===== config.mk =====
export PLATFORM = sky130hd
export DESIGN_NAME = pskl_search
export DESIGN_NICKNAME = d
export VERILOG_FILES = /design/src/design/pskl_pkg.sv /design/src/design/pskl_search.sv
export SDC_FILE = /design/constraint.sdc
export NUM_CORES = 1
export LEC_CHECK = 0
export BUFFER_PORTS_ARGS = -buffer_cell sky130_fd_sc_hd__buf_4
export CORE_MARGIN = 8
export CORE_UTILIZATION = 40
export DETAILED_ROUTE_END_ITERATION = 8
export PLACE_DENSITY = 0.66
export SLEW_MARGIN = 40
export SYNTH_ARGS = -nofsm -noshare
export SYNTH_HDL_FRONTEND = slang
export SYNTH_SLANG_ARGS = --single-unit

===== constraint.sdc =====
create_clock -name clk -period 9.1 [get_ports clk]
set_input_delay 0.91 -clock clk [delete_from_list [all_inputs] [get_ports clk]]
set_output_delay 0.91 -clock clk [all_outputs]
set_load 0.02 [all_outputs]

===== src/design/pskl_pkg.sv =====
// Shared constants, types and helper functions for the partitioned sorted key lookup.
package pskl_pkg;

  // Store geometry.
  localparam int MAX_ENTRIES = 4096;
  localparam int NUM_TYPES   = 7;
  localparam int ADDR_W      = $clog2(MAX_ENTRIES);
  localparam int CNT_W       = $clog2(MAX_ENTRIES + 1);

  // Field widths.
  localparam int OP_W   = 2;
  localparam int TYPE_W = 3;
  localparam int KEY_W  = 64;
  localparam int OFF_W  = 48;

  typedef logic [CNT_W-1:0]  cnt_t;
  typedef logic [OP_W-1:0]   op_t;
  typedef logic [TYPE_W-1:0] ptype_t;
  typedef logic [KEY_W-1:0]  key_t;
  typedef logic [OFF_W-1:0]  off_t;
  typedef logic [ADDR_W-1:0] addr_t;

  // Operation codes.
  localparam op_t OP_LOAD   = 2'd0;
  localparam op_t OP_LOOKUP = 2'd1;
  localparam op_t OP_CLEAR  = 2'd2;

  typedef enum logic [1:0] {
    ST_IDLE,
    ST_PROBE,
    ST_HOLD
  } state_t;

  // Commands from the sequencer to the count registers.
  typedef struct packed {
    logic   load;
    logic   clear;
    ptype_t ptype;
  } cnt_cmd_t;

  // Count information for the addressed type.
  typedef struct packed {
    logic type_ok;
    cnt_t count;
    cnt_t base;
    cnt_t total;
  } cnt_info_t;

  // Finished lookup handed to the output register.
  typedef struct packed {
    logic load;
    logic found;
    off_t offset;
  } res_t;

  // Midpoint of the inclusive range [lo, hi - 1], rounded down; requires lo < hi.
  function automatic cnt_t mid_of(input cnt_t lo, input cnt_t hi);
    cnt_t span;
    span = hi - lo - cnt_t'(1);
    return lo + (span >> 1);
  endfunction

endpackage


===== src/design/pskl_search.sv =====
// Command sequencer: loads, clears and the binary search over one type region.
module pskl_search (
  input  logic                clk,
  input  logic                rst,
  input  logic                in_valid,
  output logic                in_ready,
  input  pskl_pkg::op_t       opcode,
  input  pskl_pkg::key_t      search_key,
  input  pskl_pkg::cnt_info_t info,
  output pskl_pkg::cnt_cmd_t  cnt_cmd,
  input  pskl_pkg::ptype_t    particle_type,
  output logic                mem_we,
  output pskl_pkg::addr_t     mem_waddr,
  output logic                mem_re,
  output pskl_pkg::addr_t     mem_raddr,
  input  pskl_pkg::key_t      rd_key,
  input  pskl_pkg::off_t      rd_off,
  input  logic                res_free,
  output pskl_pkg::res_t      res
);
  import pskl_pkg::*;

  state_t state, state_next;
  cnt_t   lo, lo_next;
  cnt_t   hi, hi_next;
  cnt_t   base, base_next;
  cnt_t   mid, mid_next;
  key_t   want, want_next;
  logic   hit, hit_next;
  off_t   hit_off, hit_off_next;

  cnt_t   probe_mid;
  cnt_t   probe_addr;
  logic   key_lt;
  logic   key_gt;

  // State register.
  always_ff @(posedge clk) begin
    if (rst) begin
      state <= ST_IDLE;
    end else begin
      state <= state_next;
    end
  end

  // Search registers.
  always_ff @(posedge clk) begin
    lo      <= lo_next;
    hi      <= hi_next;
    base    <= base_next;
    mid     <= mid_next;
    want    <= want_next;
    hit     <= hit_next;
    hit_off <= hit_off_next;
  end

  // Signed comparison of the probed key against the wanted one.
  assign key_lt = $signed(rd_key) < $signed(want);
  assign key_gt = $signed(rd_key) > $signed(want);

  // Next state, probe address and control outputs.
  always_comb begin
    state_next   = state;
    lo_next      = lo;
    hi_next      = hi;
    base_next    = base;
    mid_next     = mid;
    want_next    = want;
    hit_next     = hit;
    hit_off_next = hit_off;
    in_ready     = 1'b0;
    cnt_cmd      = '{load: 1'b0, clear: 1'b0, ptype: particle_type};
    mem_we       = 1'b0;
    mem_waddr    = info.total[ADDR_W-1:0];
    mem_re       = 1'b0;
    probe_mid    = '0;
    probe_addr   = '0;
    res          = '{load: 1'b0, found: hit, offset: hit_off};

    case (state)
      ST_IDLE: begin
        in_ready = 1'b1;
        if (in_valid) begin
          case (opcode)
            OP_LOAD: begin
              if (info.type_ok && int'(info.total) < MAX_ENTRIES) begin
                mem_we       = 1'b1;
                cnt_cmd.load = 1'b1;
              end
            end
            OP_CLEAR: begin
              cnt_cmd.clear = 1'b1;
            end
            OP_LOOKUP: begin
              lo_next      = '0;
              hi_next      = info.count;
              base_next    = info.base;
              want_next    = search_key;
              hit_next     = 1'b0;
              hit_off_next = '0;
              probe_mid    = mid_of('0, info.count);
              probe_addr   = info.base + probe_mid;
              mid_next     = probe_mid;
              if (info.type_ok && info.count != '0 && int'(probe_addr) < MAX_ENTRIES) begin
                mem_re     = 1'b1;
                state_next = ST_PROBE;
              end else begin
                state_next = ST_HOLD;
              end
            end
            default: begin
            end
          endcase
        end
      end

      ST_PROBE: begin
        // Narrow the range on the word read for the current midpoint.
        if (key_lt) begin
          lo_next = mid + cnt_t'(1);
        end else if (key_gt) begin
          hi_next = mid;
        end
        if (!key_lt && !key_gt) begin
          hit_next     = 1'b1;
          hit_off_next = rd_off;
          state_next   = ST_HOLD;
        end else if (lo_next < hi_next) begin
          probe_mid  = mid_of(lo_next, hi_next);
          probe_addr = base + probe_mid;
          mid_next   = probe_mid;
          if (int'(probe_addr) < MAX_ENTRIES) begin
            mem_re = 1'b1;
          end else begin
            state_next = ST_HOLD;
          end
        end else begin
          state_next = ST_HOLD;
        end
      end

      ST_HOLD: begin
        // Wait for the output register to take the result.
        if (res_free) begin
          res.load   = 1'b1;
          state_next = ST_IDLE;
        end
      end

      default: begin
        state_next = ST_IDLE;
      end
    endcase

    mem_raddr = probe_addr[ADDR_W-1:0];
  end

endmodule


==> results of run 1 <==
==> layout make-up <==
| class | instances | area share |
|---|---|---|
| Timing Repair Buffer | 306 | 0.165 |
| Multi-Input combinational cell | 678 | 0.372 |
| Sequential cell | 167 | 0.356 |
| Inverter | 124 | 0.0332 |
| Clock buffer | 19 | 0.0308 |
| Clock inverter | 13 | 0.0131 |
| Tap cell | 341 | 0.0304 |
==> logic make-up (layout without fill, tap and decap cells) <==
logic type / after synthesis / after routing / synth area share
simple gates: 280 / 280 / 0.136
compound gates: 193 / 193 / 0.112
flops: 167 / 167 / 0.468
buf+inv: 161 / 462 / 0.0627
fa+ha+maj: 129 / 129 / 0.154
xor+xnor: 59 / 59 / 0.0497
mux: 17 / 17 / 0.0172
==> power breakdown <==
part | total [mW] | internal, mW | switching (mW)
sequential | 0.889 | 0.877 | 0.0125
clock | 0.778 | 0.443 | 0.336
combinational | 1.10 | 0.506 | 0.594
==> what timing repair did <==
item,4_1_cts,5_1_grt
setup buffers,0,5
setup endpoints to repair,0,5
resized for setup,0,51
==> metal layers <==
layer,vias to the layer above,share of wire,global-route usage
li1,4160,-,-
met5,-,0,0
met2,266,0.49,0.293
met1,3975,0.43,0.219
met3,30,0.071,0.0377
met4,0,0.015,0.0535
==> how the worst max path moves through the flow <==
| stage | end | slack, ns | cells after the start |
|---|---|---|---|
| 3_3_place_gp | mem_re | 0.20 | 32 |
| 5_1_grt | mem_re | -0.13 | 32 |
| 6_report | mem_re | 0.27 | 32 |
| 3_5_place_dp | mem_re | 0.11 | 33 |
| 2_1_floorplan | mem_re | 0.43 | 32 |
| 4_1_cts | mem_re | 0.05 | 33 |
==> critical path: cells and delay by family <==
family	cells	cell delay [ns]
AND/OR/NAND/NOR	5	0.96
XOR/XNOR	1	0.17
AO/OA/AOI/OAI	16	3.76
buffers and inverters	5	0.67
multiplexers	1	0.25
adder cells (fa/ha/maj)	4	1.18
==> registers in the layout, summed over array words and instances, names as in the netlist <==
name / flops
want: 64
state: 2
lo: 13
hit_off: 48
hit: 1
base: 13
hi: 13
mid: 13
==> cells in the final DEF (no fill, tap or decap), types with 9 or more instances in the layout <==
| cell | netlist | routed |
|---|---|---|
| edfxtp_1 | 165 | 165 |
| mux2i_1 | 15 | 10 |
| clkbuf_16 | 0 | 17 |
| buf_4 | 17 | 303 |
| nand3_1 | 20 | 20 |
| and2_1 | 53 | 53 |
| o21ai_0 | 55 | 45 |
| nor3_1 | 10 | 9 |
| nand4_1 | 13 | 13 |
| inv_1 | 124 | 123 |
| a21oi_2 | 0 | 9 |
| a21o_1 | 19 | 19 |
| or3_1 | 10 | 9 |
| o21ai_1 | 1 | 9 |
| nor2_1 | 68 | 66 |
| ha_1 | 125 | 120 |
| xnor2_1 | 32 | 32 |
| nand2_1 | 60 | 60 |
| xor2_1 | 26 | 25 |
| a21oi_1 | 53 | 44 |
==> stage by stage <==
step                setup TNS, ns  total power, mW
floorplan                       0             1.61
global placement                0             1.88
detailed placement              0             1.90
CTS                             0             2.69
global route               -0.154             2.95
finish                          0             2.77
==> out/results.txt, run 1 <==
Hold path depth: 2
Worst Hold Launch: state[0]
WHS: 0.640 ns
Commonest cells in the synthesized netlist: edfxtp_1 (165), ha_1 (125), inv_1 (124)
Layout Skew: 0.0191 ns
Worst-Skew Late Latency: 0.44 ns
Netlist cell types: 62
DR pass1 iterations: 5
Net Count, Synth: 1360
Die width: 179 um
FF+latch area: 0.00499 mm^2
Via count: 8431
Crit-path most repeated cell: buf_4
Initial antenna violation count: 0
Pre-CTS setup slack: 0.106 ns
Max VDD drop: 0.118 mV
First-pass GRT wire length: 43.4 mm
Post-DP Area: 0.0132 mm^2
Die area: 0.0322 mm^2
Cts bufs inserted: 17
Yosys top cell by area: edfxtp_1
Pin count of the biggest net entering global routing: 66
Max Transition Viols Final: 0
Core area: 0.0266 mm^2
Post-Syn Area per Cell: 10.6 um^2
Fin cells: 1648
Max stage delay on crit path: 0.78 ns
Row count: 60
Req. time, crit path: 8.19 ns
Routability cong.: 0.878
CP endpoint kind: primary output
Die Ht: 179 um
Drt wl/cell: 17.5 um
Cell Pwr Density: 197 mW/mm^2
DP HPWL: 22.4 mm
CTS H-tree depth: 4
Synth async-reset ratio: 0
Leakage: 6.28 nW
Post-Synthesis Cells: 1006
Synth Flop Type: edfxtp_1
Vias in the first global route: 8410
HP Class: reg -> reg
Sequential cell area fraction in the yosys report: 0.468
Post-route ant nets: 0
Reg-to-reg slack, setup: 1.87 ns
Max Cap Viol: 0
Area grow syn2layout: 31.5%
Diode count: 0
Hold endpoint: state[0]
Most numerous cell in the Yosys netlist: edfxtp_1
Top cells by area, synth: edfxtp_1 (46%), ha_1 (15%), inv_1 (4.4%)
Worst rel slew slack: 0.424
# fillers: 2411
Crit start category: input pin
Final Util: 0.528
Post-route setup slack: 0.269 ns
R2R depth: 31
Final Hold Fails: 0
Vias/cell: 5.12
Worst setup path startpoint: rd_key[17]
Period Utilization, post-route: 0.970
RSZ-0062 raised after global routing: yes
Worst-path clk slew: 0.08 ns
Port Buffers: 276
Hold-fix buffer count after cts: 0
Multi-input logic area: 0.00522 mm^2
Outcome: finished, final reports clean
Cell Area, Synth: 0.0107 mm^2
R2r endpoint: state[1]
Yosys top cell area share: 0.464
Min Tclk post-route: 8.83 ns
Worst-path fanout max: 8
Total global-route track usage: 0.173
CTS max path bufs: 2
Achievable Freq: 113 MHz
Final setup viols: 0
Ys Warns: 0
Critical path class: in -> out
CTS tree: built
Clk sink count: 167
Flops & latches, synth: 167
Post-synth EDFFs: 165
Worst-margin pin slew: 0.864 ns
DRT Wirelength: 28.8 mm
Design area: 0.0140 mm^2
Global route overflow: 0
Initial core utilization: 0.402
NumNets Final: 1648
Worst path slowest cell: a222oi_1
Share of cells above drive strength 1: 0.288
IO Pins: 307
Worst flop-to-flop path startpoint: want[17]
Dpl cells: 1611
Remaining DRCs: 0
Clock root buffer: clkbuf_16
Initial drt markers: 387
Worst EP arrival: 7.92 ns
Note: power is estimated with default switching activity, not from simulation.
==> inputs of run 2 (changes only) <==
--- a/config.mk
+++ b/config.mk
@@ -6,10 +6,12 @@
 export NUM_CORES = 1
 export LEC_CHECK = 0
 export BUFFER_PORTS_ARGS = -buffer_cell sky130_fd_sc_hd__buf_4
-export CORE_MARGIN = 8
-export CORE_UTILIZATION = 40
+export CELL_PAD_IN_SITES_DETAIL_PLACEMENT = 0
+export CELL_PAD_IN_SITES_GLOBAL_PLACEMENT = 2
+export CORE_MARGIN = 2
+export CORE_UTILIZATION = 30
 export DETAILED_ROUTE_END_ITERATION = 8
-export PLACE_DENSITY = 0.66
+export PLACE_DENSITY = 0.77
 export SLEW_MARGIN = 40
 export SYNTH_ARGS = -nofsm -noshare
 export SYNTH_HDL_FRONTEND = slang
==> run 2 against run 1 <==
Compared with the run above: global-route usage down 1.7 points; largest cell class unchanged; first-iteration DRC count up 2.1%; largest power group unchanged; critical path type unchanged; sequential share of layout area fell by 0.59 points.
==> out/results.txt, run 2 (synthesis results as in run 1) <==
Layout Skew: 0.0146 ns (was 0.0191 ns)
Final setup viols: 0 (unchanged)
Clk sink count: 167 (unchanged)
Met1 usage: 0.217 (was 0.219)
Grt met2 use: 0.245 (was 0.293)
Vias in the first global route: 8144 (was 8410)
Max VDD drop: 0.166 mV (was 0.118 mV)
Achievable Freq: 115 MHz (was 113 MHz)
GR peak layer: met2 (unchanged)
Worst-Skew Late Latency: 0.45 ns (was 0.44 ns)
Area grow syn2layout: 33.7% (was 31.5%)
Vias/cell: 4.66 (was 5.12)
Post-route ant nets: 0 (unchanged)
Drt wl/cell: 16.7 um (was 17.5 um)
DR pass1 iterations: 5 (unchanged)
Worst rel slew slack: 0.514 (was 0.424)
Global route overflow: 0 (unchanged)
Reg-to-reg slack, setup: 2.02 ns (was 1.87 ns)
CTS tree: built (unchanged)
First-pass GRT wire length: 44.1 mm (was 43.4 mm)
Worst-margin pin slew: 0.724 ns (was 0.864 ns)
Min Tclk post-route: 8.72 ns (was 8.83 ns)
Outcome: finished, final reports clean (unchanged)
CTS H-tree depth: 4 (unchanged)
Share of cells above drive strength 1: 0.304 (was 0.288)
Worst-path fanout max: 5 (was 8)
CTS max path bufs: 2 (unchanged)
Req. time, crit path: 8.19 ns (about the same)
Crit start category: input pin (unchanged)
Critical path class: in -> out (unchanged)
Crit-path most repeated cell: buf_4 (unchanged)
Routability cong.: 0.855 (was 0.878)
Final Util: 0.404 (was 0.528)
Pin count of the biggest net entering global routing: 65 (was 66)
Commonest non-fill, non-tap cell in the layout: buf_4 (unchanged)
Max Transition Viols Final: 0 (unchanged)
Port Buffers: 276 (unchanged)
Clock root buffer: clkbuf_16 (unchanged)
Worst path slowest cell: a222oi_1 (unchanged)
HP Class: in -> reg (was reg -> reg)
Commonest non-fill, non-tap cells in the layout: buf_4 (315), edfxtp_1 (165), inv_1 (122) (was buf_4 (303), edfxtp_1 (165), inv_1 (123))
Cell Pwr Density: 193 mW/mm^2 (was 197 mW/mm^2)
Via count: 8293 (was 8431)
Post-DP Area: 0.0134 mm^2 (was 0.0132 mm^2)
Die width: 193 um (was 179 um)
Cts bufs inserted: 17 (unchanged)
Die Ht: 193 um (was 179 um)
Worst EP arrival: 7.81 ns (was 7.92 ns)
CP endpoint kind: primary output (unchanged)
# fillers: 3495 (was 2411)
Initial core utilization: 0.302 (was 0.402)
Total global-route track usage: 0.156 (was 0.173)
Die area: 0.0371 mm^2 (was 0.0322 mm^2)
Max reg flops: 64 (unchanged)
Top Registers: want x64, hit_off x48 (unchanged)
Initial antenna violation count: 0 (unchanged)
Grt met3 use: 0.0342 (was 0.0377)
Biggest register: want (unchanged)
Final Hold Fails: 0 (unchanged)
DRT Wirelength: 29.6 mm (was 28.8 mm)
IO Pins: 307 (unchanged)
NumNets Final: 1660 (was 1648)
Max stage delay on crit path: 0.67 ns (was 0.78 ns)
Fin cells: 1780 (was 1648)
Design area: 0.0143 mm^2 (was 0.0140 mm^2)
DP HPWL: 23.2 mm (was 22.4 mm)
Dpl cells: 1739 (was 1611)
Leakage: 6.31 nW (was 6.28 nW)
Initial drt markers: 395 (was 387)
Power Total: 2.76 mW (was 2.77 mW)
Period Utilization, post-route: 0.959 (was 0.970)
Row count: 69 (was 60)
Core area: 0.0353 mm^2 (was 0.0266 mm^2)
Remaining DRCs: 0 (unchanged)
Worst-path clk slew: 0.08 ns (about the same)
Max Cap Viol: 0 (unchanged)
Diode count: 0 (unchanged)
==> run 2: repair_timing <==
action | 4_1_cts | 5_1_grt
pin swaps | 1 | 22
buffers inserted | 1 | 7
endpoints found under the setup margin | 1 | 5
gates cloned | 0 | 0
hold buffers | 0 | 0
endpoints found under the hold margin | 0 | 0
gates resized for setup | 0 | 62
==> run 2: per-stage QoR <==
stage                     worst slack [ns]  TNS, ns  hold WS, ns
after floorplan                      0.430        0        0.560
after global placement               0.110        0        0.645
after detailed placement            0.0349        0        0.637
after CTS                            0.137        0        0.586
after global routing               -0.0643  -0.0643        0.593
final                                0.377        0        0.615
==> run 2: metal layers <==
layer | vias to the layer above | wire (um)
met4 | 0 | 424
met5 | - | 0
met2 | 213 | 13500
met3 | 23 | 1840
li1 | 4179 | -
met1 | 3878 | 13900
==> run 2: cell type report <==
cell class / instances / area, um^2 / area share
well taps: 461 / 577 / 0.0404
clock inverters: 15 / 155 / 0.0109
multi-input cells: 678 / 5270 / 0.369
repair buffers: 318 / 2390 / 0.168
clock buffers: 17 / 425 / 0.0298
flip-flops and latches: 167 / 4990 / 0.350
inverters: 124 / 465 / 0.0326
==> run 2: power by group <==
group	internal [mW]	switching [mW]
Clock	0.366	0.363
Combinational	0.525	0.618
Sequential	0.877	0.0122
==> run 2: path summary, 6_finish.rpt <==
kind              startpoint       end  cells past startpoint
setup / recovery  rd_key[17]    mem_re                     34
hold / removal           rst  state[1]                      2
setup reg to reg    want[17]  state[1]                     33
hold reg to reg     state[0]  state[0]                      2
==> run 2: critical path, delay by kind of cell <==
family	cells	cell delay (ns)
compound gates	11	2.52
simple gates	8	1.70
fa+ha+maj	4	1.07
buf+inv	8	1.00
xor+xnor	2	0.32
mux	1	0.28
