## config.mk

```make
export PLATFORM = sky130hd
export DESIGN_NAME = pskl_counts
export DESIGN_NICKNAME = d
export VERILOG_FILES = /design/src/design/pskl_pkg.sv /design/src/design/pskl_counts.sv
export SDC_FILE = /design/constraint.sdc
export NUM_CORES = 1
export LEC_CHECK = 0
export ABC_CLOCK_PERIOD_IN_PS = 2230
export BUFFER_PORTS_ARGS = -buffer_cell sky130_fd_sc_hd__buf_2
export CAP_MARGIN = 10
export CORE_MARGIN = 2
export CORE_UTILIZATION = 37
export CTS_CLUSTER_SIZE = 8
export DETAILED_ROUTE_END_ITERATION = 12
export PLACE_DENSITY = 0.5
export SYNTH_ARGS = -nofsm -noshare
export SYNTH_HDL_FRONTEND = slang
export SYNTH_SLANG_ARGS = --single-unit
```

## constraint.sdc

```tcl
create_clock -name clk -period 2.23 [get_ports clk]
set_input_delay 0.3345 -clock clk [delete_from_list [all_inputs] [get_ports clk]]
set_output_delay 0.3345 -clock clk [all_outputs]
set_load 0.01 [all_outputs]
```

## src/design/pskl_pkg.sv

```systemverilog
// Shared constants, types and helper functions for the partitioned sorted key lookup.
package pskl_pkg;

  // Store geometry.
  localparam int MAX_ENTRIES = 4096;
  localparam int NUM_TYPES   = 7;
  localparam int ADDR_W      = $clog2(MAX_ENTRIES);
  localparam int CNT_W       = $clog2(MAX_ENTRIES + 1);

  // Field widths.
  localparam int OP_W   = 2;
  localparam int TYPE_W = 3;
  localparam int KEY_W  = 64;
  localparam int OFF_W  = 48;

  typedef logic [CNT_W-1:0]  cnt_t;
  typedef logic [OP_W-1:0]   op_t;
  typedef logic [TYPE_W-1:0] ptype_t;
  typedef logic [KEY_W-1:0]  key_t;
  typedef logic [OFF_W-1:0]  off_t;
  typedef logic [ADDR_W-1:0] addr_t;

  // Operation codes.
  localparam op_t OP_LOAD   = 2'd0;
  localparam op_t OP_LOOKUP = 2'd1;
  localparam op_t OP_CLEAR  = 2'd2;

  typedef enum logic [1:0] {
    ST_IDLE,
    ST_PROBE,
    ST_HOLD
  } state_t;

  // Commands from the sequencer to the count registers.
  typedef struct packed {
    logic   load;
    logic   clear;
    ptype_t ptype;
  } cnt_cmd_t;

  // Count information for the addressed type.
  typedef struct packed {
    logic type_ok;
    cnt_t count;
    cnt_t base;
    cnt_t total;
  } cnt_info_t;

  // Finished lookup handed to the output register.
  typedef struct packed {
    logic load;
    logic found;
    off_t offset;
  } res_t;

  // Midpoint of the inclusive range [lo, hi - 1], rounded down; requires lo < hi.
  function automatic cnt_t mid_of(input cnt_t lo, input cnt_t hi);
    cnt_t span;
    span = hi - lo - cnt_t'(1);
    return lo + (span >> 1);
  endfunction

endpackage

```

## src/design/pskl_counts.sv

```systemverilog
// Per-type entry counts with running region bases and the store fill total.
module pskl_counts (
  input  logic                clk,
  input  logic                rst,
  input  pskl_pkg::cnt_cmd_t  cmd,
  input  pskl_pkg::ptype_t    sel_type,
  output pskl_pkg::cnt_info_t info
);
  import pskl_pkg::*;

  // bases[t] is the sum of the counts of all types below t; bases[NUM_TYPES] is the total.
  cnt_t counts [NUM_TYPES];
  cnt_t bases  [NUM_TYPES+1];

  // A load bumps its own count and the base of every higher type.
  always_ff @(posedge clk) begin
    if (rst || cmd.clear) begin
      for (int t = 0; t < NUM_TYPES; t++) begin
        counts[t] <= '0;
      end
      for (int u = 0; u <= NUM_TYPES; u++) begin
        bases[u] <= '0;
      end
    end else if (cmd.load) begin
      for (int t = 0; t < NUM_TYPES; t++) begin
        if (cmd.ptype == TYPE_W'(t)) begin
          counts[t] <= counts[t] + cnt_t'(1);
        end
      end
      for (int u = 0; u <= NUM_TYPES; u++) begin
        if (TYPE_W'(u) > cmd.ptype || u >= (1 << TYPE_W)) begin
          bases[u] <= bases[u] + cnt_t'(1);
        end
      end
    end
  end

  // Select the count and base of the addressed type.
  always_comb begin
    info.type_ok = 1'b0;
    info.count   = '0;
    info.base    = '0;
    info.total   = bases[NUM_TYPES];
    for (int t = 0; t < NUM_TYPES; t++) begin
      if (sel_type == TYPE_W'(t)) begin
        info.type_ok = 1'b1;
        info.count   = counts[t];
        info.base    = bases[t];
      end
    end
  end

endmodule

```

==> results of run 1 <==
## worst min-delay path, cell delays in order
cell,delay (ns)
buf_2,0.08
nor2_2,0.05
inv_2,0.21
## through the flow
| stage | worst slack, ns | total power, W |
|---|---|---|
| after CTS | 0.0814 | 0.00858 |
| after detailed placement | 0.252 | 0.00535 |
| after global routing | 0.0206 | 0.00884 |
| after global placement | 0.298 | 0.00535 |
| after floorplan | 0.164 | 0.00502 |
| final | 0.102 | 0.00849 |
## cells by family (layout without fill, tap and decap cells)
logic type               after synthesis  count (layout)
flip-flops                           195             195
XOR/XNOR                             142             142
buffers and inverters                 87             145
AO/OA/AOI/OAI                        114             114
AND/OR/NAND/NOR                      499             499
other                                  1              13
multiplexers                          51              51
adder cells (fa/ha/maj)               14              14
## flip-flops by register name, summed over array words and instances, names as in the netlist
| name | cells |
|---|---|
| bases | 104 |
| counts | 91 |
## worst paths after layout
check,startpoint,endpoint,slack (ns)
min,rst,bases[0][11]$_SDFFCE_PN0P_,0.40
max,counts[2][2]$_SDFFCE_PN0P_,info[28],0.10
max reg2reg,counts[2][0]$_SDFFCE_PN0P_,counts[2][12]$_SDFFCE_PN0P_,0.45
min reg2reg,counts[3][0]$_SDFFCE_PN0P_,counts[3][0]$_SDFFCE_PN0P_,0.62
## layer usage
layer  part of all wire [%]  global-route usage, %
met1                     51                   27.8
met2                     44                   26.2
met3                    3.8                   3.04
met4                    1.7                   5.53
met5                  0.045                      0
## layout make-up
cell class	instances	area share, %
flip-flops and latches	195	45.6
multi-input cells	833	40.5
repair buffers	88	4.54
well taps	396	3.86
clock buffers	18	3.35
clock inverters	14	1.34
inverters	25	0.731
## what timing repair did
item	in CTS	in global routing
hold buffers	0	0
buffers inserted	0	2
setup endpoints to repair	0	1
endpoints found under the hold margin	0	0
## power breakdown
group	switching (W)	total [W]	internal, W
clock	0.00152	0.00322	0.00169
sequential	0.000271	0.00451	0.00424
combinational	0.000447	0.000759	0.000311
total	0.00224	0.00849	0.00625
## placed cells by master, fill, tap and decap left out, drive strengths merged, types with 13 or more instances in the layout
cell	synthesis	layout
mux2i	51	51
edfxtp	195	195
nand4	32	32
nand2	79	79
nor3	33	33
nor4	15	15
nor2	207	207
nand3	73	73
conb	1	13
xor2	58	58
a21oi	38	38
buf	53	88
o221ai	25	25
o21ai	19	19
xnor2	84	84
and3	19	19
a22o	25	25
ha	14	14
inv	25	30
clkbuf	9	18
or3	13	13
==> results.md, run 1 <==
* Outcome: finished clean
* WL/cell at 18.4 um
* Critical path's top delay family: flip-flops
* Slew margin rel. at 59.8%
* Crit. End Element: output port
* Filler cells at 2,974
* Worst slew pin tran at 0.601 ns
* Iteration-0 DRC Markers at 841
* Ys Warns at 0
* Die Y at 180 um
* Count leader, synth: nor2_1
* Predominant post-synthesis flop cell: edfxtp_1
* Placed Instances at 1,534
* Slowest-stage cell, CP: edfxtp_1
* Crit-path cells: mux2i_1, nor2_1, a21oi_1, o221ai_1, buf_2
* Detail Route Antenna Nets at 0
* Final Hold Violating Endpoints at 0
* Area leader, netlist: edfxtp_1
* Max Clk Rate at 470 MHz
* I/O Pins at 50
* Post-synthesis mux area share at 4.47%
* Req. time, crit path at 1.90 ns
* Tcrit/Tclk final at 95.4%
* Top post-synthesis cells by area: edfxtp_1, nor2_1, xnor2_1, mux2i_1, xor2_1
* Max rail drop VDD at roughly 0.46 mV
* Synth Area in Compound Gates at 6.81%
* Multi-input gate area at roughly 0.0052 mm^2
* Post-Synth Adder-Cell Area at 1.53%
* Die footprint at 0.0323 mm^2
* Via density at 5.31
* Tmin final at 2.13 ns
* Synth Area per Inst at 10.4 um^2
* Fin nets at 1,184
* Sequential area share after synthesis at 51.3%
* Routed WL at 28.9 mm
* Std-Cell Rows at 64
* Max_cap viols at 0
* EDFF count, synth at 195
* Finished layout cell area at 0.0128 mm^2
* Xor and xnor area share after synthesis at approximately 11%
* Final-report max-slew violation count at 0
* Final Non-Filler Cells at around 1,600
* Worst skew pair latency at 0.45 ns
* Initial Utilization at 37.4%
* Area Overhead vs Synth at 12.3%
* Core area at 0.0305 mm^2
* Ys async rst share at 0%
* Synth Register Bits at just under 200
* CP Launch Type: flop
* Drt first pass iters at 5
* TritonCTS clock tree: done
* Skew final at 0.0110 ns
* Static Leak at 4.45 nW
* Largest family of logic cells by synthesized area: simple AND/OR/NAND/NOR gates
* Worst-path fanout max at 6
* Unique cell type count in the Yosys netlist at 43
* DP HPWL at 21.0 mm
* Hold/Removal Path Class: in2reg
* First-pass GRT wire length at 46.0 mm
* Buffers added on ports at 49
* CTS sink cnt at 195
* Vias in the first global route at about 8,000
* Layout cells sized above 1 at 12.4%
* Worst R2R Path Depth at 5
* Die W at ~180 um
* Post-CTS sizing at 0
* DRC at 0
* Worst setup path class: reg2out
* PwrDens at between 600 and 700 mW/mm^2
* Placed inst area at 0.0122 mm^2
* Worst hold path cell count at 3
* CP peak stage delay at 0.51 ns
* RSZ-0062 raised after global routing: no
* Most frequent cells after synthesis: nor2_1, edfxtp_1, xnor2_1
* Cells after Synth at 1,103
* Final setup vio count at 0
* CTS Buf Count at 17
* CP Data Arrival Time at around 1.8 ns
* Vias at 8,333
* GPL Wtd Cong at 0.808
* Clock-pin slew on the worst setup and hold paths at 0.08 ns
* Pin count of the biggest net entering global routing at 44
* Post-synth top area share at around 51%
* Post-Synth Simple-Gate Area at about a fifth
* Crit path buffers/inverters at 1
* Crit path depth at 5
* Cell Area, Synth at 0.0114 mm^2
* Antenna violations before repair at 1
* Final setup TNS at 0 ns
* Register Area at 0.00586 mm^2
* Total track usage at 18.2%
* Clock buffer depth at 2
* Post-layout util at 42.0%
* Hold slack final at 0.400 ns
* H-tree depth at 4
* # diodes at 0
* Root Buffer: clkbuf_16
* Total grt overflow at 0
(Power assumes the default switching activity.)
==> inputs of run 2 (changes only) <==
--- a/config.mk
+++ b/config.mk
@@ -5,8 +5,9 @@
 export SDC_FILE = /design/constraint.sdc
 export NUM_CORES = 1
 export LEC_CHECK = 0
+export ABC_AREA = 1
 export ABC_CLOCK_PERIOD_IN_PS = 2230
-export BUFFER_PORTS_ARGS = -buffer_cell sky130_fd_sc_hd__buf_2
+export BUFFER_PORTS_ARGS = -buffer_cell sky130_fd_sc_hd__clkbuf_2
 export CAP_MARGIN = 10
 export CORE_MARGIN = 2
 export CORE_UTILIZATION = 37
==> results.md, run 2 <==
* Antenna violations before repair at 1 (unchanged)
* Worst skew pair latency at 0.46 ns (about the same)
* Max rail drop VDD at 0.497 mV (+8.8%)
* Layout cells sized above 1 at 9.08% (-3.4 points)
* Most frequent cells after synthesis: nand2_1, inv_1, nor2_1
* Routed WL at 33.1 mm (+15%)
* Crit. End Element: output port
* PwrDens at 594 mW/mm^2 (-10%)
* Post-synth top area share at 48.6% (-2.7 points)
* Max_cap viols at 0 (unchanged)
* Pre-CTS WS at 0.284 ns (+0.0318 ns)
* Count leader, synth: nand2_1
* Via density at 5.02 (-5.5%)
* Std-Cell Rows at 66 (+3.1%)
* Number of flip-flops in the largest register at 104 (unchanged)
* Biggest regs: bases (104), counts (91)
* # hold bufs at CTS at 0 (unchanged)
* Outcome: finished clean
* Pin count of the biggest net entering global routing at 35 (-20%)
* Clock-pin slew on the worst setup and hold paths at 0.08 ns (about the same)
* Initial Utilization at 37.3% (-0.13 points)
* Final setup TNS at 0 ns (unchanged)
* TritonCTS clock tree: done
* CTS Buf Count at 17 (unchanged)
* Cell Area, Synth at 0.0120 mm^2 (+5.5%)
* Clock buffer depth at 2 (unchanged)
* Predominant post-synthesis flop cell: edfxtp_1
* EDFF count, synth at 195 (unchanged)
* DRC at 0 (unchanged)
* Root Buffer: clkbuf_16
* Worst setup path class: reg2out
* Worst hold path cell count at 4 (+1)
* Static Leak at 5.00 nW (+12%)
* Ys Warns at 0 (unchanged)
* Hold slack final at 0.479 ns (+0.0783 ns)
* Vias at 10,351 (+24%)
* Final Hold Violating Endpoints at 0 (unchanged)
* Sequential area share after synthesis at 48.6% (-2.7 points)
* Fin nets at 1,631 (+38%)
* Slew margin rel. at 58.7% (-1.1 points)
* Tmin final at 2.01 ns (-0.116 ns)
* Worst reg2reg setup slack at 0.37 ns (-0.08 ns)
* Hold/Removal Path Class: in2reg
* Die W at 184 um (+2.6%)
* Detail Route Antenna Nets at 0 (unchanged)
* Cells after Synth at 1,534 (+39%)
* Max Clk Rate at 497 MHz (+5.8%)
* First-pass GRT wire length at 52.2 mm (+13%)
* Worst slew pin tran at 0.618 ns (+0.0170 ns)
* Total track usage at 20.0% (+1.8 points)
* Buffers added on ports at 49 (unchanged)
* Ys async rst share at 0% (unchanged)
* Commonest non-fill, non-tap cell in the layout: nand2_1
* Worst R2R Path Depth at 6 (+1)
* Die Y at 184 um (+2.6%)
* Worst-path fanout max at 5 (-1)
* Synth Area per Inst at 7.85 um^2 (-24%)
* Vias in the first global route at 9,632 (+22%)
* Post-CTS setup buffers at 0 (unchanged)
* Total grt overflow at 0 (unchanged)
* Final setup vio count at 0 (unchanged)
* Skew final at 0.0137 ns (+0.00269 ns)
* Setup WS post-layout at 0.219 ns (+0.116 ns)
* CP Launch Type: flop
* H-tree depth at 4 (unchanged)
* Core area at 0.0323 mm^2 (+5.8%)
* Unique cell type count in the Yosys netlist at 35 (-19%)
* WL/cell at 16.0 um (-13%)
* DP HPWL at 25.3 mm (+21%)
* I/O Pins at 50 (unchanged)
* RSZ-0062 raised after global routing: no
* Area Overhead vs Synth at 11.5%
* Req. time, crit path at 1.90 ns (about the same)
* Final-report max-slew violation count at 0 (unchanged)
* Iteration-0 DRC Markers at 767 (-8.8%)
* Reg with most FFs: bases
* Area leader, netlist: edfxtp_1
* Drt first pass iters at 5 (unchanged)
* GPL Wtd Cong at 0.873 (+8.1%)
* Synth Register Bits at 195 (unchanged)
* Die footprint at 0.0340 mm^2 (+5.4%)
* CTS sink cnt at 195 (unchanged)
* Tcrit/Tclk final at 90.2% (-5.2 points)
* Top post-synthesis cells by area: edfxtp_1, nand2_1, inv_1, nor2_1, nand4_1
* CP Data Arrival Time at 1.68 ns (-0.11 ns)
* Post-CTS sizing at 0 (unchanged)
* Most frequent cells in the layout: nand2_1, inv_1, nor2_1, edfxtp_1, nand3_1
## run 2: metrics by stage
stage / std cells / power [W] / area, um^2 / utilization [%]
after floorplan: 1546 / 0.00494 / 12100 / -
after global placement: 2030 / 0.00526 / 12900 / 40.1
after detailed placement: 2030 / 0.00526 / 12900 / 40.1
after CTS: 2061 / 0.00805 / 13400 / 41.6
after global routing: 2061 / 0.00829 / 13400 / 41.6
final: 2062 / 0.00798 / 13400 / 41.6
## run 2: final cells by class
cell class | count | area [um^2]
diodes | 1 | 2.50
clock buffers | 18 | 429
clock inverters | 13 | 70.1
fillers | 3295 | 18900
inverters | 231 | 867
multi-input cells | 1076 | 5110
flip-flops and latches | 195 | 5860
well taps | 442 | 553
repair buffers | 86 | 548
## run 2: path summary, 6_finish.rpt
kind,startpoint,end
max,counts[6][9]$_SDFFCE_PN0P_,info[35]
max reg2reg,bases[1][26]$_SDFFCE_PN0P_,bases[1][34]$_SDFFCE_PN0P_
min reg2reg,counts[5][11]$_SDFFCE_PN0P_,counts[5][11]$_SDFFCE_PN0P_
min,cmd[1],bases[0][37]$_SDFFCE_PN0P_
## run 2: critical path, cell delays in order (launching register included)
cell,delay [ns]
edfxtp_1,0.48
nand4_1,0.15
o21ai_0,0.14
buf_4,0.17
inv_1,0.04
nand4_1,0.10
clkbuf_2,0.15
## run 2: kinds of logic (layout without fill, tap and decap cells)
| family | after synthesis | in the layout | share of synthesized area [%] |
|---|---|---|---|
| AOI/OAI and AO/OA | 191 | 191 | 8.25 |
| xor gates and xnor gates | 14 | 14 | 1.02 |
| adders and majority gates | 14 | 14 | 1.45 |
| buffers and inverters | 275 | 348 | 9.37 |
| DFF | 195 | 195 | 48.6 |
| other | 1 | 14 | 0.0311 |
| and+or+nand+nor | 844 | 844 | 31.3 |
## run 2: layer usage
layer	vias up	wire, um	track usage (%)
li1	5257	-	-
met1	4830	15900	28.2
met2	225	15100	31.5
met5	-	0	0
met4	0	590	6.02
met3	39	1410	3.36
## run 2: where the power goes
part / leakage (nW) / total, W / internal, W / switching, W
Sequential: 2.19 / 0.00446 / 0.00424 / 0.000219
Combinational: 2.57 / 0.000714 / 0.000219 / 0.000495
Clock: 0.242 / 0.00280 / 0.00139 / 0.00141
==> inputs of run 3 (changes only) <==
--- a/config.mk
+++ b/config.mk
@@ -7,7 +7,7 @@
 export LEC_CHECK = 0
 export ABC_AREA = 1
 export ABC_CLOCK_PERIOD_IN_PS = 2230
-export BUFFER_PORTS_ARGS = -buffer_cell sky130_fd_sc_hd__clkbuf_2
+export BUFFER_PORTS_ARGS = -buffer_cell sky130_fd_sc_hd__buf_4
 export CAP_MARGIN = 10
 export CORE_MARGIN = 2
 export CORE_UTILIZATION = 37
==> results.md, run 3 (same netlist as run 2, synthesis figures left out) <==
* I/O Pins at 50 (unchanged)
* CP Data Arrival Time at 1.64 ns (-0.04 ns)
* Iteration-0 DRC Markers at 960 (+25%)
* Placed inst area at 0.0130 mm^2 (+0.70%)
* GPL Wtd Cong at 0.907 (+3.9%)
* # hold bufs at CTS at 0 (unchanged)
* Layout cells sized above 1 at 8.88% (-0.20 points)
* Hold slack final at 0.288 ns (-0.191 ns)
* Routed WL at 33.4 mm (+0.89%)
* Vias at 10,284 (-0.65%)
* Via density at 5.01 (-0.16%)
* Most frequent cells in the layout: nand2_1, inv_1, nor2_1, edfxtp_1, nand3_1
* Std-Cell Rows at 66 (unchanged)
* Multi-input gate area at 0.00511 mm^2 (unchanged)
* Final setup vio count at 0 (unchanged)
* Max Clk Rate at 505 MHz (+1.6%)
* Crit. End Element: output port
* Filler cells at 3,293 (-0.061%)
* Clock buffer depth at 2 (unchanged)
* Die W at 184 um (unchanged)
* CP peak stage delay at 0.52 ns (+0.04 ns)
* Total grt overflow at 0 (unchanged)
* Post-CTS sizing at 0 (unchanged)
* Hold/Removal Path Class: in2reg
* Biggest regs: bases (104), counts (91)
* Die footprint at 0.0340 mm^2 (unchanged)
* Final Non-Filler Cells at 2,052 (-0.48%)
* Total track usage at 20.2% (+0.17 points)
* Static Leak at 5.01 nW (+0.29%)
* Area Overhead vs Synth at 12.6%
* # diodes at 0 (-1)
* Tmin final at 1.98 ns (-0.0320 ns)
* TritonCTS clock tree: done
* Pin count of the biggest net entering global routing at 31 (-11%)
* H-tree depth at 4 (unchanged)
* Max rail drop VDD at 0.572 mV (+15%)
* Worst slew pin tran at 0.629 ns (+0.0113 ns)
* Detail Route Antenna Nets at 0 (unchanged)
* Root Buffer: clkbuf_16
* Slowest-stage cell, CP: edfxtp_1
* First-pass GRT wire length at 52.4 mm (+0.44%)
* Antenna violations before repair at 0 (-1)
* CTS sink cnt at 195 (unchanged)
* Vias in the first global route at 9,488 (-1.5%)
* WL/cell at 16.3 um (+1.4%)
* Placed Instances at 2,024 (-0.30%)
* Final Hold Violating Endpoints at 0 (unchanged)
* Drt first pass iters at 5 (unchanged)
* Initial Utilization at 37.3% (unchanged)
* Critical path's top delay family: flip-flops
* Core area at 0.0323 mm^2 (unchanged)
* Fin nets at 1,625 (-0.37%)
* DP HPWL at 25.5 mm (+0.49%)
* Slew margin rel. at 57.7% (-0.97 points)
* Reg with most FFs: bases
* Final-report max-slew violation count at 0 (unchanged)
* Worst-path fanout max at 3 (-2)
* Worst skew pair latency at 0.45 ns (about the same)
* Commonest non-fill, non-tap cell in the layout: nand2_1
* Finished layout cell area at 0.0136 mm^2 (+0.98%)
* Setup WS post-layout at 0.251 ns (+0.0320 ns)
* CP most frequent cell: nand4_1
* Clock-pin slew on the worst setup and hold paths at 0.07 ns (about the same)
* Outcome: finished clean
* DRC at 0 (unchanged)
* Skew final at 0.00743 ns (-0.00625 ns)
* Crit-path cells: nand4_1, nand3_1, nor2_1, nand4_1, buf_4
* Max_cap viols at 0 (unchanged)
* Tcrit/Tclk final at 88.8% (-1.4 points)
* Final setup TNS at 0 ns (unchanged)
* Worst setup path class: reg2out
* Post-CTS setup buffers at 0 (unchanged)
* CTS Buf Count at 17 (unchanged)
* Number of flip-flops in the largest register at 104 (unchanged)
* Buffers added on ports at 49 (unchanged)
* Pre-CTS WS at 0.255 ns (-0.0289 ns)
* Die Y at 184 um (unchanged)
* Req. time, crit path at 1.90 ns (about the same)
* Register Area at 0.00586 mm^2 (unchanged)
* RSZ-0062 raised after global routing: no
* Crit path buffers/inverters at 1 (-2)
* CP Launch Type: flop
* PwrDens at 607 mW/mm^2 (+2.2%)
run 3: layer usage:
layer | track usage, % | vias up | routed length, um
li1 | - | 5235 | -
met3 | 3.71 | 35 | 1570
met4 | 6.18 | 0 | 647
met1 | 28.6 | 4785 | 15800
met5 | 0 | - | 0
met2 | 31.3 | 229 | 15300
run 3: through the flow:
stage | utilization, % | power, W
5_1_grt | 42.0 | 0.00856
3_3_place_gp | 40.3 | 0.00529
2_1_floorplan | - | 0.00494
4_1_cts | 42.0 | 0.00830
6_report | 42.0 | 0.00824
3_5_place_dp | 40.3 | 0.00529
run 3: where the power goes:
part | internal, W | switching, W | leakage (nW)
registers | 0.00424 | 0.000216 | 2.19
logic | 0.000252 | 0.000499 | 2.58
clock network | 0.00162 | 0.00141 | 0.247
total | 0.00611 | 0.00213 | 5.01
run 3: final timing paths:
check / from / endpoint / slack (ns) / depth (start not counted)
hold reg to reg: bases[1][17]$_SDFFCE_PN0P_ / bases[1][17]$_SDFFCE_PN0P_ / 0.62 / 2
hold / removal: rst / bases[1][42]$_SDFFCE_PN0P_ / 0.29 / 4
setup reg to reg: counts[1][0]$_SDFFCE_PN0P_ / counts[1][12]$_SDFFCE_PN0P_ / 0.44 / 6
setup / recovery: counts[2][12]$_SDFFCE_PN0P_ / info[38] / 0.25 / 5
run 3: worst register-to-register path, stage by stage, from the launching register on:
cell and delay, ns:
edfxtp_1 0.45, ha_1 0.20, nand2_1 0.07, nor2_1 0.36, nand4_1 0.18, o21ai_0 0.21
nor2_1 0.06
run 3: layout make-up:
| type | instances | area share [%] |
|---|---|---|
| flip-flops and latches | 195 | 43.2 |
| well taps | 442 | 4.08 |
| clock buffers | 17 | 3.14 |
| clock inverters | 11 | 0.867 |
| repair buffers | 80 | 4.70 |
| inverters | 231 | 6.39 |
| multi-input cells | 1076 | 37.7 |
